### src/cbm_pkg.sv
// ----------------------------------------------------------------------------
// cbm_pkg
// Shared types and constants of the cartridge bank mapper with scanline IRQ:
// item and result layouts, address decode codes and configuration defaults.
// ----------------------------------------------------------------------------
`default_nettype none

package cbm_pkg;

  // Number of character bank slots.
  localparam int unsigned CHAR_SLOTS_DEF = 8;

  // Configuration register layout and reset values.
  localparam int unsigned CFG_ADDR_W    = 3;
  localparam int unsigned CFG_DATA_W    = 32;
  localparam logic        CHAR_ROM_RST  = 1'b1;
  localparam logic        FOUR_SCR_RST  = 1'b0;

  // Configuration register indexes (byte address bits above the word offset).
  typedef enum logic {
    CFG_CHAR_ROM = 1'b0,
    CFG_FOUR_SCR = 1'b1
  } cfg_idx_e;

  // Request kinds on the input stream.
  typedef enum logic {
    OP_WRITE = 1'b0,
    OP_TICK  = 1'b1
  } op_e;

  // Update kinds reported in the result.
  typedef enum logic [1:0] {
    KIND_NONE   = 2'd0,
    KIND_PRG    = 2'd1,
    KIND_CHR    = 2'd2,
    KIND_MIRROR = 2'd3
  } kind_e;

  // Address blocks, taken from address bits 15..12.
  localparam logic [3:0] BLK_PRG0  = 4'h8;
  localparam logic [3:0] BLK_PRG1  = 4'h9;
  localparam logic [3:0] BLK_CHR_B = 4'hB;
  localparam logic [3:0] BLK_CHR_C = 4'hC;
  localparam logic [3:0] BLK_CHR_D = 4'hD;
  localparam logic [3:0] BLK_CHR_E = 4'hE;
  localparam logic [3:0] BLK_IRQ   = 4'hF;

  // Register selects inside the IRQ block (address bits 1..0).
  typedef enum logic [1:0] {
    IRQ_RELOAD = 2'd0,
    IRQ_CTRL   = 2'd1,
    IRQ_ACK    = 2'd2,
    IRQ_NONE   = 2'd3
  } irq_sel_e;

  // Control register bits in an IRQ control write.
  localparam int unsigned IRQ_CTRL_EN_BIT   = 1;
  localparam int unsigned IRQ_CTRL_MODE_BIT = 2;

  typedef struct packed {
    logic char_rom_present;
    logic four_screen_layout;
  } cfg_t;

  typedef struct packed {
    op_e         op;
    logic [15:0] address;
    logic [7:0]  data;
    logic        rendering_on;
  } item_t;

  typedef struct packed {
    kind_e       update_kind;
    logic [2:0]  slot;
    logic [7:0]  bank_number;
    logic [1:0]  mirror_mode;
    logic        irq_raise;
    logic        irq_clear;
  } result_t;

endpackage

`default_nettype wire

### src/cbm_core.sv
// ----------------------------------------------------------------------------
// cbm_core
// Mapper register file and scanline counter. Decodes one request per cycle,
// updates the bank, mirroring and IRQ state and forms the matching result.
// ----------------------------------------------------------------------------
`default_nettype none

module cbm_core #(
  parameter int unsigned CharSlots = cbm_pkg::CHAR_SLOTS_DEF
) (
  input  wire logic            clk_i,
  input  wire logic            rst_ni,
  input  wire cbm_pkg::cfg_t   cfg_i,
  input  wire logic            req_valid_i,
  input  wire cbm_pkg::item_t  req_i,
  output cbm_pkg::result_t     res_o
);
  import cbm_pkg::*;

  localparam int unsigned SlotW = $clog2(CharSlots);

  logic [4:0]       prg_q [2];
  logic [4:0]       prg_d [2];
  logic [7:0]       chr_q [CharSlots];
  logic [7:0]       chr_d [CharSlots];
  logic [1:0]       mirror_q, mirror_d;
  logic             irq_en_q, irq_en_d;
  logic [7:0]       reload_q, reload_d;
  logic [7:0]       count_q, count_d;
  logic             mode_q, mode_d;

  logic [3:0]       blk;
  logic [3:0]       chr_off;
  logic [2:0]       chr_idx;
  logic [SlotW-1:0] chr_sel;
  logic [7:0]       chr_new;
  irq_sel_e         irq_sel;

  // Character slot: two slots per block from $B000 upwards, A1 picks one.
  assign blk     = req_i.address[15:12];
  assign chr_off = blk - BLK_CHR_B;
  assign chr_idx = {chr_off[1:0], req_i.address[1]};
  assign chr_sel = SlotW'(chr_idx);
  assign irq_sel = irq_sel_e'(req_i.address[1:0]);

  // A0 picks which nibble of the selected character bank is replaced.
  always_comb begin
    if (req_i.address[0]) begin
      chr_new = {req_i.data[3:0], chr_q[chr_sel][3:0]};
    end else begin
      chr_new = {chr_q[chr_sel][7:4], req_i.data[3:0]};
    end
  end

  // Decode the request and work out the next state and the result.
  always_comb begin
    prg_d    = prg_q;
    chr_d    = chr_q;
    mirror_d = mirror_q;
    irq_en_d = irq_en_q;
    reload_d = reload_q;
    count_d  = count_q;
    mode_d   = mode_q;
    res_o    = '0;

    if (req_i.op == OP_TICK) begin
      if (irq_en_q && req_i.rendering_on) begin
        if (count_q == 8'd0) begin
          count_d         = reload_q;
          res_o.irq_raise = 1'b1;
        end else begin
          count_d = count_q - 8'd1;
        end
      end
    end else begin
      unique case (blk)
        BLK_PRG0: begin
          prg_d[0]          = req_i.data[4:0];
          res_o.update_kind = KIND_PRG;
          res_o.bank_number = {3'b000, req_i.data[4:0]};
        end
        BLK_PRG1: begin
          if (req_i.address[1]) begin
            mirror_d = req_i.data[1:0];
            if (!cfg_i.four_screen_layout) begin
              res_o.update_kind = KIND_MIRROR;
            end
          end else begin
            prg_d[1]          = req_i.data[4:0];
            res_o.update_kind = KIND_PRG;
            res_o.slot        = 3'd1;
            res_o.bank_number = {3'b000, req_i.data[4:0]};
          end
        end
        BLK_CHR_B, BLK_CHR_C, BLK_CHR_D, BLK_CHR_E: begin
          if (cfg_i.char_rom_present) begin
            chr_d[chr_sel]    = chr_new;
            res_o.update_kind = KIND_CHR;
            res_o.slot        = chr_idx;
            res_o.bank_number = chr_new;
          end
        end
        BLK_IRQ: begin
          unique case (irq_sel)
            IRQ_RELOAD: reload_d = req_i.data;
            IRQ_CTRL: begin
              mode_d   = req_i.data[IRQ_CTRL_MODE_BIT];
              irq_en_d = req_i.data[IRQ_CTRL_EN_BIT];
              if (req_i.data[IRQ_CTRL_EN_BIT]) begin
                count_d = reload_q;
              end
            end
            IRQ_ACK: begin
              irq_en_d        = 1'b0;
              res_o.irq_clear = 1'b1;
            end
            default: ;
          endcase
        end
        default: ;
      endcase
    end

    res_o.mirror_mode = mirror_d;
  end

  // State registers; they move only when a request is taken.
  always_ff @(posedge clk_i or negedge rst_ni) begin
    if (!rst_ni) begin
      prg_q    <= '{default: '0};
      chr_q    <= '{default: '0};
      mirror_q <= '0;
      irq_en_q <= 1'b0;
      reload_q <= '0;
      count_q  <= '0;
      mode_q   <= 1'b0;
    end else if (req_valid_i) begin
      prg_q    <= prg_d;
      chr_q    <= chr_d;
      mirror_q <= mirror_d;
      irq_en_q <= irq_en_d;
      reload_q <= reload_d;
      count_q  <= count_d;
      mode_q   <= mode_d;
    end
  end

endmodule

`default_nettype wire

### src/cartridge_bank_mapper_scanline_irq_unit.sv
// ----------------------------------------------------------------------------
// cartridge_bank_mapper_scanline_irq_unit
// Cartridge bank mapper with a scanline interrupt counter. Each request is a
// CPU register write or a scanline tick and yields exactly one result.
// ----------------------------------------------------------------------------
//
//  Port group  Direction  Carries
//  s_axis_*    in         requests: op in tuser, address/data/rendering_on
//  m_axis_*    out        results: update_kind in tuser, slot/bank/mirror/irq
//  p*          in/out     APB: 0x0 char_rom_present, 0x4 four_screen_layout
//
// A request is decoded and the mapper state updated in the cycle it is taken;
// its result is registered, in the skid register while the result register is full.
// A two-entry output buffer (result register plus skid register) lets one
// request per cycle through; s_axis_tready only falls while both are full.
// Reset clears all bank, mirroring and IRQ state and loads the configuration
// defaults (character ROM present, no four-screen layout).
// ----------------------------------------------------------------------------
`default_nettype none

module cartridge_bank_mapper_scanline_irq_unit #(
  parameter int unsigned CharSlots = cbm_pkg::CHAR_SLOTS_DEF
) (
  input  wire logic                            clk_i,
  input  wire logic                            rst_ni,
  // Input stream
  input  wire logic                            s_axis_tvalid,
  output logic                                 s_axis_tready,
  // [15:0] address, [23:16] data, [24] rendering_on, [31:25] zero
  input  wire logic [31:0]                     s_axis_tdata,
  // [0] op
  input  wire logic [0:0]                      s_axis_tuser,
  // Output stream
  output logic                                 m_axis_tvalid,
  input  wire logic                            m_axis_tready,
  // [2:0] slot, [10:3] bank_number, [12:11] mirror_mode, [13] irq_raise,
  // [14] irq_clear, [15] zero
  output logic [15:0]                          m_axis_tdata,
  // [1:0] update_kind
  output logic [1:0]                           m_axis_tuser,
  // Configuration port
  input  wire logic                            psel,
  input  wire logic                            penable,
  input  wire logic                            pwrite,
  input  wire logic [cbm_pkg::CFG_ADDR_W-1:0]  paddr,
  input  wire logic [cbm_pkg::CFG_DATA_W-1:0]  pwdata,
  output logic [cbm_pkg::CFG_DATA_W-1:0]       prdata,
  output logic                                 pready
);
  import cbm_pkg::*;

  cfg_t     cfg_q, cfg_d;
  cfg_idx_e cfg_sel;
  logic     cfg_wr;

  item_t    req;
  logic     push, pop;
  result_t  res;
  result_t  out_q, skid_q;
  logic     out_vld_q, skid_vld_q;

  // Configuration registers.
  assign pready  = 1'b1;
  assign cfg_sel = cfg_idx_e'(paddr[2]);
  assign cfg_wr  = psel && penable && pwrite && pready;

  always_comb begin
    cfg_d = cfg_q;
    if (cfg_wr) begin
      unique case (cfg_sel)
        CFG_CHAR_ROM: cfg_d.char_rom_present   = pwdata[0];
        CFG_FOUR_SCR: cfg_d.four_screen_layout = pwdata[0];
        default: ;
      endcase
    end
  end

  always_comb begin
    unique case (cfg_sel)
      CFG_CHAR_ROM: prdata = {{(CFG_DATA_W-1){1'b0}}, cfg_q.char_rom_present};
      CFG_FOUR_SCR: prdata = {{(CFG_DATA_W-1){1'b0}}, cfg_q.four_screen_layout};
      default:      prdata = '0;
    endcase
  end

  always_ff @(posedge clk_i or negedge rst_ni) begin
    if (!rst_ni) begin
      cfg_q.char_rom_present   <= CHAR_ROM_RST;
      cfg_q.four_screen_layout <= FOUR_SCR_RST;
    end else begin
      cfg_q <= cfg_d;
    end
  end

  // Unpack the request.
  assign req.op           = op_e'(s_axis_tuser[0]);
  assign req.address      = s_axis_tdata[15:0];
  assign req.data         = s_axis_tdata[23:16];
  assign req.rendering_on = s_axis_tdata[24];

  assign s_axis_tready = !skid_vld_q;
  assign push          = s_axis_tvalid && s_axis_tready;
  assign pop           = out_vld_q && m_axis_tready;

  cbm_core #(
    .CharSlots (CharSlots)
  ) u_core (
    .clk_i       (clk_i),
    .rst_ni      (rst_ni),
    .cfg_i       (cfg_q),
    .req_valid_i (push),
    .req_i       (req),
    .res_o       (res)
  );

  // Result register with a skid register behind it.
  always_ff @(posedge clk_i or negedge rst_ni) begin
    if (!rst_ni) begin
      out_vld_q  <= 1'b0;
      skid_vld_q <= 1'b0;
    end else begin
      if (skid_vld_q) begin
        if (pop) begin
          out_vld_q  <= 1'b1;
          skid_vld_q <= 1'b0;
        end
      end else if (push) begin
        if (out_vld_q && !pop) begin
          skid_vld_q <= 1'b1;
        end else begin
          out_vld_q <= 1'b1;
        end
      end else if (pop) begin
        out_vld_q <= 1'b0;
      end
    end
  end

  always_ff @(posedge clk_i) begin
    if (skid_vld_q) begin
      if (pop) begin
        out_q <= skid_q;
      end
    end else if (push) begin
      if (out_vld_q && !pop) begin
        skid_q <= res;
      end else begin
        out_q <= res;
      end
    end
  end

  // Pack the result.
  assign m_axis_tvalid = out_vld_q;
  assign m_axis_tuser  = out_q.update_kind;
  assign m_axis_tdata  = {1'b0, out_q.irq_clear, out_q.irq_raise, out_q.mirror_mode,
                          out_q.bank_number, out_q.slot};

endmodule

`default_nettype wire

### config.mk
export PLATFORM = sky130hd
export DESIGN_NAME = cartridge_bank_mapper_scanline_irq_unit
export DESIGN_NICKNAME = d
export VERILOG_FILES = /design/src/cbm_pkg.sv /design/src/cbm_core.sv /design/src/cartridge_bank_mapper_scanline_irq_unit.sv
export SDC_FILE = /design/constraint.sdc
export NUM_CORES = 1
export LEC_CHECK = 0
export BUFFER_PORTS_ARGS = -buffer_cell sky130_fd_sc_hd__buf_2
export CORE_ASPECT_RATIO = 1.2
export CORE_MARGIN = 2
export CORE_UTILIZATION = 55
export DETAILED_ROUTE_END_ITERATION = 8
export PLACE_DENSITY = 0.8
export SLEW_MARGIN = 40
export SYNTH_ARGS = -nofsm -noshare
export SYNTH_HDL_FRONTEND = slang
export SYNTH_SLANG_ARGS = --single-unit
export TNS_END_PERCENT = 1
### constraint.sdc
create_clock -name clk_i -period 3 [get_ports clk_i]
set_clock_uncertainty 0.1 [all_clocks]
set_input_delay 0.3 -clock clk_i [delete_from_list [all_inputs] [get_ports clk_i]]
set_output_delay 0.3 -clock clk_i [all_outputs]
set_load 0.02 [all_outputs]
==> results of run 1 <==
==> path summary, 6_finish.rpt <==
| check | endpoint | start | slack (ps) | depth (start not counted) |
|---|---|---|---|---|
| worst max-delay path | u_core.count_q[3] | u_core.count_q[0] | 590 | 6 |
| worst min-delay path | u_core.reload_q[5] | s_axis_tdata[21] | 20 | 2 |
| worst max register to register | u_core.count_q[3] | u_core.count_q[0] | 590 | 6 |
| worst min register to register | u_core.chr_q[9] | u_core.chr_q[9] | 380 | 1 |
| max in group asynchronous | u_core.chr_q[15] | rst_ni | 1890 | 2 |
| min in group asynchronous | u_core.count_q[2] | rst_ni | 360 | 2 |
==> power breakdown <==
part / switching, mW / internal (mW) / leakage (nW)
combinational: 0.708 / 0.411 / 1.60
clock: 0.751 / 1.05 / 0.259
sequential: 0.139 / 2.03 / 1.48
total: 1.60 / 3.49 / 3.34
==> area by class of cell <==
| cell class | instances | area, um^2 | area share |
|---|---|---|---|
| Clock inverter | 15 | 104 | 0.0144 |
| Timing Repair Buffer | 61 | 362 | 0.0501 |
| Multi-Input combinational cell | 352 | 2850 | 0.394 |
| Clock buffer | 17 | 425 | 0.0589 |
| Inverter | 24 | 90.1 | 0.0125 |
| Tap cell | 154 | 193 | 0.0267 |
| Sequential cell | 121 | 3200 | 0.443 |
==> state kept, by name, indices dropped and copies added, names as in the netlist <==
name,cells
m_axis_tuser,2
cfg_q,2
u_core.count_q,8
u_core.irq_en_q,1
u_core.chr_q,64
skid_vld_q,1
skid_q,17
m_axis_tvalid,1
u_core.mirror_q,2
m_axis_tdata,15
u_core.reload_q,8
==> per-layer routing <==
layer	routed length [um]	part of all wire	vias to the layer above
met5	0	0	-
met4	454	0.033	0
met3	798	0.057	40
met2	7240	0.52	173
met1	5450	0.39	2123
li1	-	-	1967
==> placed cells by master, fill, tap and decap left out, types with 4 or more instances in the layout <==
| cell | count |
|---|---|
| nor3_1 | 4 |
| nand4b_1 | 4 |
| and2_1 | 8 |
| o21ai_0 | 8 |
| inv_1 | 23 |
| nand2b_1 | 4 |
| dfrtp_1 | 86 |
| buf_2 | 43 |
| mux2_2 | 76 |
| or2_2 | 5 |
| buf_4 | 15 |
| a22oi_1 | 5 |
| clkinv_2 | 5 |
| edfxtp_1 | 34 |
| o22ai_1 | 9 |
| o221ai_1 | 4 |
| clkinv_4 | 4 |
| nand2_1 | 32 |
| mux2_1 | 5 |
| a21oi_1 | 10 |
| o32ai_1 | 5 |
| ha_1 | 11 |
| a22o_1 | 9 |
| nand3_1 | 5 |
| o31ai_1 | 5 |
| nor2_1 | 20 |
| clkbuf_16 | 17 |
| conb_1 | 33 |
| o31ai_2 | 7 |
| mux2i_1 | 29 |
==> cells by family after synthesis <==
| logic type | Yosys count | share of synthesized area |
|---|---|---|
| buffers and inverters | 76 | 0.0691 |
| AO/OA/AOI/OAI | 85 | 0.101 |
| AND/OR/NAND/NOR | 111 | 0.108 |
| flip-flops | 121 | 0.505 |
| multiplexers | 112 | 0.195 |
| other | 2 | 0.00119 |
| adder cells (fa/ha/maj) | 11 | 0.0217 |
==> per-stage QoR <==
step | utilization | cell area (um^2)
floorplan | - | 6450
global placement | 0.595 | 6630
detailed placement | 0.596 | 6640
CTS | 0.645 | 7190
global route | 0.648 | 7220
finish | 0.648 | 7220
==> what timing repair did <==
action / in CTS / in global routing
hold endpoints to repair: 87 / 0
gates resized for setup: 0 / 0
endpoints found under the setup margin: 0 / 0
hold buffers: 2 / 0
==> metrics, run 1 <==
CTS buffer count 17; Post-synth EDFFs 34; met3 GRT Util 0.0493; top post-synthesis cells by area dfrtp_1 34%, edfxtp_1 16%, mux2_2 14%; commonest cells in the netlist 86 x dfrtp_1, 76 x mux2_2, 36 x buf_4; Async SR Flop Fraction 0.719; wire per inst 18.7 um; Post-Syn Area 6330 um^2; DR iter-0 viols 225; Total GRT Usage 0.237; Hold WC Path Type in -> reg; WP buf/inv 1; GRT overflow 0; pwr dens between 700 and 800 nW/um^2; Critical Path RT 3220 ps; number of synthesis warnings 0; M2 GR Usage 0.399; most common cell in the netlist dfrtp_1; Worst Tran Pin Value 761 ps; Critical Path End Type flip-flop; global route hottest layer met2; Die Area 12,400 um^2; share of layout cells above drive strength 1 0.346; Layout Cells excl Fill about 740; setup bufs post-CTS 0; share of the synthesized area in the top cell type 0.340; met1 Usage GRT 0.290; post-DR vias/cell 5.78; sequential-to-total area share from yosys stat 0.505; CTS Buffer Depth 2; Routed Antenna Nets 0; Layout fillers around 820; Final TNS setup 0 ps; Slew Viols, Final 0; CP max stage delay 580 ps; family with the most delay on the worst path compound AO/OA/AOI/OAI gates; unrepaired setup endpoints after global routing no; Tot Pwr 5.09 mW; Via Count 4,303; GPL Wtd Cong approximately 0.85; period utilization 0.805; area leader, netlist dfrtp_1; setup violators final 0; critical path type reg -> reg; Clock Latency Late Sink 410 ps; ys flop type dfrtp_1; max cap viols 0; first-pass GRT wire length 22,400 um; Final Hold Fails 0; DRC Markers 0; leakage 3.34 nW; Max Freq 414 MHz; Site Rows 42; CP arrival 2630 ps; number of diodes 0; placed cell count approximately 700; Root Driver clkbuf_16; Final #Nets 663; Initial Utilization 0.569; Synth Area per Inst 12.2 um^2; io pins between 100 and 150; initial antenna violation count 0; cells along the critical path inv_1, ha_1, or3b_2, o21ai_0, o22ai_1, a22oi_1; core footprint 11,100 um^2; DIE HEIGHT 122 um; Slew HR 0.489; largest net degree at the start of global routing 88; width of the die 102 um; detailed placement HPWL 9510 um; clock sink total between 100 and 150; slowest CP cell o21ai_0; Seq cells post-synth around 120; Pre-Repair DR Iteration Count 5; H-tree levels 4; worst setup margin between 500 and 600 ps; Layout area overhead 13.9%; min Tclk post-route 2410 ps; Synth Instances 518; Fin Hold WS 15.9 ps; Worst setup SP type flip-flop; Yosys cell types 63; number of global-route vias before repair around 4,400; IO Port Bufs 44; Peak supply drop 0.000429 V; outcome finished clean; CTS tree built; WL final 13,900 um; Clock transition at path regs 50 ps; Place WS 348 ps; worst-path maximum fanout 5
No activity file was read; power rests on OpenSTA's default activity.
==> run 2: changes to the inputs <==
ABC_AREA = 1   (was default)
CORE_UTILIZATION = 50   (was 55)
PLACE_DENSITY = 0.77   (was 0.8)
clock period = 2.1 ns   (was 3 ns; I/O delays follow)
==> run 2 against run 1 <==
  * The flow now finishes with violations (design-rule violations)
  * Sequential cell count is the same
  * Worst setup slack lost 400 ps
  * Register-to-register slack lost 400 ps
  * Die area grew 7.3%
  * Cell area shrank 0.14%
  * Final cell count grew 30%
  * Largest cell class unchanged
  * Critical path depth grew 1
  * Combinational power grew 44%
  * Synthesized area shrank 2.2%
  * Routed wire length shrank 0.28%
==> metrics, run 2 <==
Layout Cells excl Fill 967 (was 744); first-pass GRT wire length 23,300 um (was 22,400 um); Hold WC Path Type in -> reg (unchanged); outcome finished, violations left (was finished clean); Post-synth EDFFs 34 (unchanged); Worst setup SP type flip-flop (unchanged); CTS Buffer Depth 2 (unchanged); ys flop type dfrtp_1 (unchanged); min Tclk post-route 1910 ps (was 2410 ps); largest net degree at the start of global routing 53 (was 88); slowest CP cell dfstp_2 (was o21ai_0); Clock Latency Late Sink 410 ps (about the same); leakage 3.45 nW (was 3.34 nW); max FFs per register 64 (unchanged); critical register-to-register path endpoint u_core.chr_q[53] (was u_core.count_q[3]); number of diodes 0 (unchanged); period utilization 0.912 (was 0.805); H-tree levels 4 (unchanged); post-route cell area 7210 um^2 (was 7220 um^2); sequential-to-total area share from yosys stat 0.516 (was 0.505); Synth Instances 722 (was 518); DRC Markers 3 (was 0); Async SR Flop Fraction 0.719 (unchanged); Hold Crit Start m_axis_tready (was s_axis_tdata[21]); most common cell in the netlist nand2_1 (was dfrtp_1); sequential fraction of design power 0.416 (was 0.426); Post-Syn Area 6190 um^2 (was 6330 um^2); wire per inst 14.4 um (was 18.7 um); post-DR vias/cell 5.10 (was 5.78); Routed Antenna Nets 0 (unchanged); r2r worst-path depth 7 (was 6); Final #Nets 879 (was 663); CP arrival 2080 ps (was 2630 ps); area leader, netlist dfrtp_1 (unchanged); setup violators final 0 (unchanged); R2R Setup Slk 190 ps (was 590 ps); placed cell count 926 (was 710); Tot Pwr 7.35 mW (was 5.09 mW); commonest non-fill, non-tap cell in the layout nand2_1 (was dfrtp_1); Layout fillers 1,034 (was 821); Final Hold Fails 0 (unchanged); core footprint 12,100 um^2 (was 11,100 um^2); max cap viols 0 (unchanged); Post-DP Area 6570 um^2 (was 6640 um^2); Slew Viols, Final 0 (unchanged); Final TNS setup 0 ps (unchanged); Via Count 4,931 (was 4,303); clock sink total 121 (unchanged); WHS Endpoint m_axis_tvalid (was u_core.reload_q[5]); CTS buffer count 17 (unchanged); GPL Wtd Cong 0.830 (was 0.852); share of the synthesized area in the top cell type 0.347 (was 0.340); CTS tree built (unchanged); top post-synthesis cells by area dfrtp_1 35%, edfxtp_1 16%, nand2_1 13% (was dfrtp_1 34%, edfxtp_1 16%, mux2_2 14%); combinational share of power 0.219 (was 0.220); Peak supply drop 0.000735 V (was 0.000429 V); worst setup margin 185 ps (was 586 ps); Synth Area per Inst 8.58 um^2 (was 12.2 um^2); Psw 2.23 mW (was 1.60 mW); commonest cells in the netlist 216 x nand2_1, 86 x dfrtp_1, 72 x inv_1 (was 86 x dfrtp_1, 76 x mux2_2, 36 x buf_4); Yosys cell types 39 (was 63); area of the multi-input gates 2420 um^2 (was 2850 um^2); Die Area 13,300 um^2 (was 12,400 um^2); Largest Register u_core.chr_q (unchanged); Critical Path End Type flip-flop (unchanged); Total GRT Usage 0.223 (was 0.237); violated checks design-rule violations; worst-path maximum fanout 16 (was 5); Clock transition at path regs 50 ps (about the same); initial antenna violation count 1 (was 0); number of synthesis warnings 0 (unchanged); GRT overflow 0 (unchanged); family with the most delay on the worst path simple AND/OR/NAND/NOR gates (was compound AO/OA/AOI/OAI gates); WHS Path Cells 4 (was 2); Seq cells post-synth 121 (unchanged); Initial Utilization 0.511 (was 0.569); Switching Share 0.303 (was 0.314); most frequent cells in the layout 215 x nand2_1, 86 x dfrtp_1, 71 x inv_1 (was 86 x dfrtp_1, 76 x mux2_2, 43 x buf_2); cells along the critical path inv_1, nor2_4, nand2_4, nor2_8, nand3_2, nand2_1, o21ai_0 (was inv_1, ha_1, or3b_2, o21ai_0, o22ai_1, a22oi_1); unrepaired setup endpoints after global routing no (unchanged); Layout area overhead 16.4% (was 13.9%); IO Port Bufs 44 (unchanged); FF+latch area 3200 um^2 (unchanged); CP max stage delay 530 ps (was 580 ps); width of the die 106 um (was 102 um); share of layout cells above drive strength 1 0.159 (was 0.346); detailed placement HPWL 9050 um (was 9510 um); number of cells on the critical path 7 (was 6); Root Driver clkbuf_16 (unchanged); clock share of power 0.365 (was 0.354); DR iter-0 viols 407 (was 225); design internal power 5.12 mW (was 3.49 mW); Site Rows 44 (was 42); WL final 13,900 um (about the same); Reg-to-Reg Start cfg_q[1] (was u_core.count_q[0]); Critical Path RT 2270 ps (was 3220 ps); Place WS -31.5 ps (was 348 ps); Max Freq 522 MHz (was 414 MHz); pwr dens 1020 nW/um^2 (was 705 nW/um^2); DIE HEIGHT 126 um (was 122 um); number of global-route vias before repair 4,748 (was 4,398); WP buf/inv 1 (unchanged); Pre-Repair DR Iteration Count 9 (was 5); critical path type reg -> reg (unchanged); io pins 128 (unchanged)
[run 2: routing by layer]
| metal | track usage | up-vias | wire, um |
|---|---|---|---|
| met3 | 0.0538 | 29 | 817 |
| li1 | - | 2419 | - |
| met1 | 0.288 | 2312 | 5930 |
| met2 | 0.357 | 169 | 6850 |
| met5 | 0 | - | 11 |
| met4 | 0.0998 | 2 | 291 |
[run 2: power groups by stage]
stage	Sequential (mW)	Combinational, mW	Clock, mW
6_report	3.06	1.61	2.68
5_1_grt	3.09	1.80	2.84
4_1_cts	3.06	1.61	2.71
3_5_place_dp	3.09	1.57	0
3_3_place_gp	3.07	1.53	0
2_1_floorplan	3.25	0.940	0
[run 2: worst max path at each step]
stage                            from                end
floorplan            s_axis_tdata[12]    u_core.chr_q[6]
global placement     s_axis_tdata[12]   u_core.chr_q[13]
detailed placement   s_axis_tdata[12]   u_core.chr_q[21]
CTS                 u_core.count_q[0]  u_core.count_q[6]
global route        u_core.count_q[0]  u_core.count_q[6]
finish                       cfg_q[1]   u_core.chr_q[53]
[run 2: kinds of logic after synthesis]
| group | count (synthesis) | share of synthesized area |
|---|---|---|
| compound gates | 129 | 0.113 |
| xor+xnor | 3 | 0.00424 |
| fa+ha+maj | 11 | 0.0222 |
| buf+inv | 136 | 0.114 |
| flops | 121 | 0.516 |
| mux | 7 | 0.0127 |
| other cells | 2 | 0.00121 |
| simple gates | 313 | 0.216 |
[run 2: worst reg2reg max path: cells and delay by family (launching register included)]
kind	cells	cell delay (ps)
DFF	1	530
and+or+nand+nor	5	970
buffers and inverters	1	90
AOI/OAI and AO/OA	1	100
[run 2: timing repair]
action                                  CTS  global route
hold buffers                              8             0
resized for setup                         0             4
endpoints found under the hold margin    92             0
setup buffers                             0             0
endpoints found under the setup margin    0             3
[run 2: layout make-up]
| type | count | area share |
|---|---|---|
| clock buffer | 20 | 0.0606 |
| clock inverter | 12 | 0.0149 |
| sequential | 121 | 0.444 |
| tap | 161 | 0.0279 |
| multi-input combinational | 496 | 0.335 |
| timing repair buffer | 80 | 0.0764 |
| timing repair inverter | 1 | 0.00104 |
| inverter | 76 | 0.0401 |
[run 2: stage by stage]
step	utilization	hold slack, ps
6_report	0.595	16.3
5_1_grt	0.595	45.5
4_1_cts	0.594	1.81
3_5_place_dp	0.542	-17.6
3_3_place_gp	0.542	-22.1
2_1_floorplan	-	-186
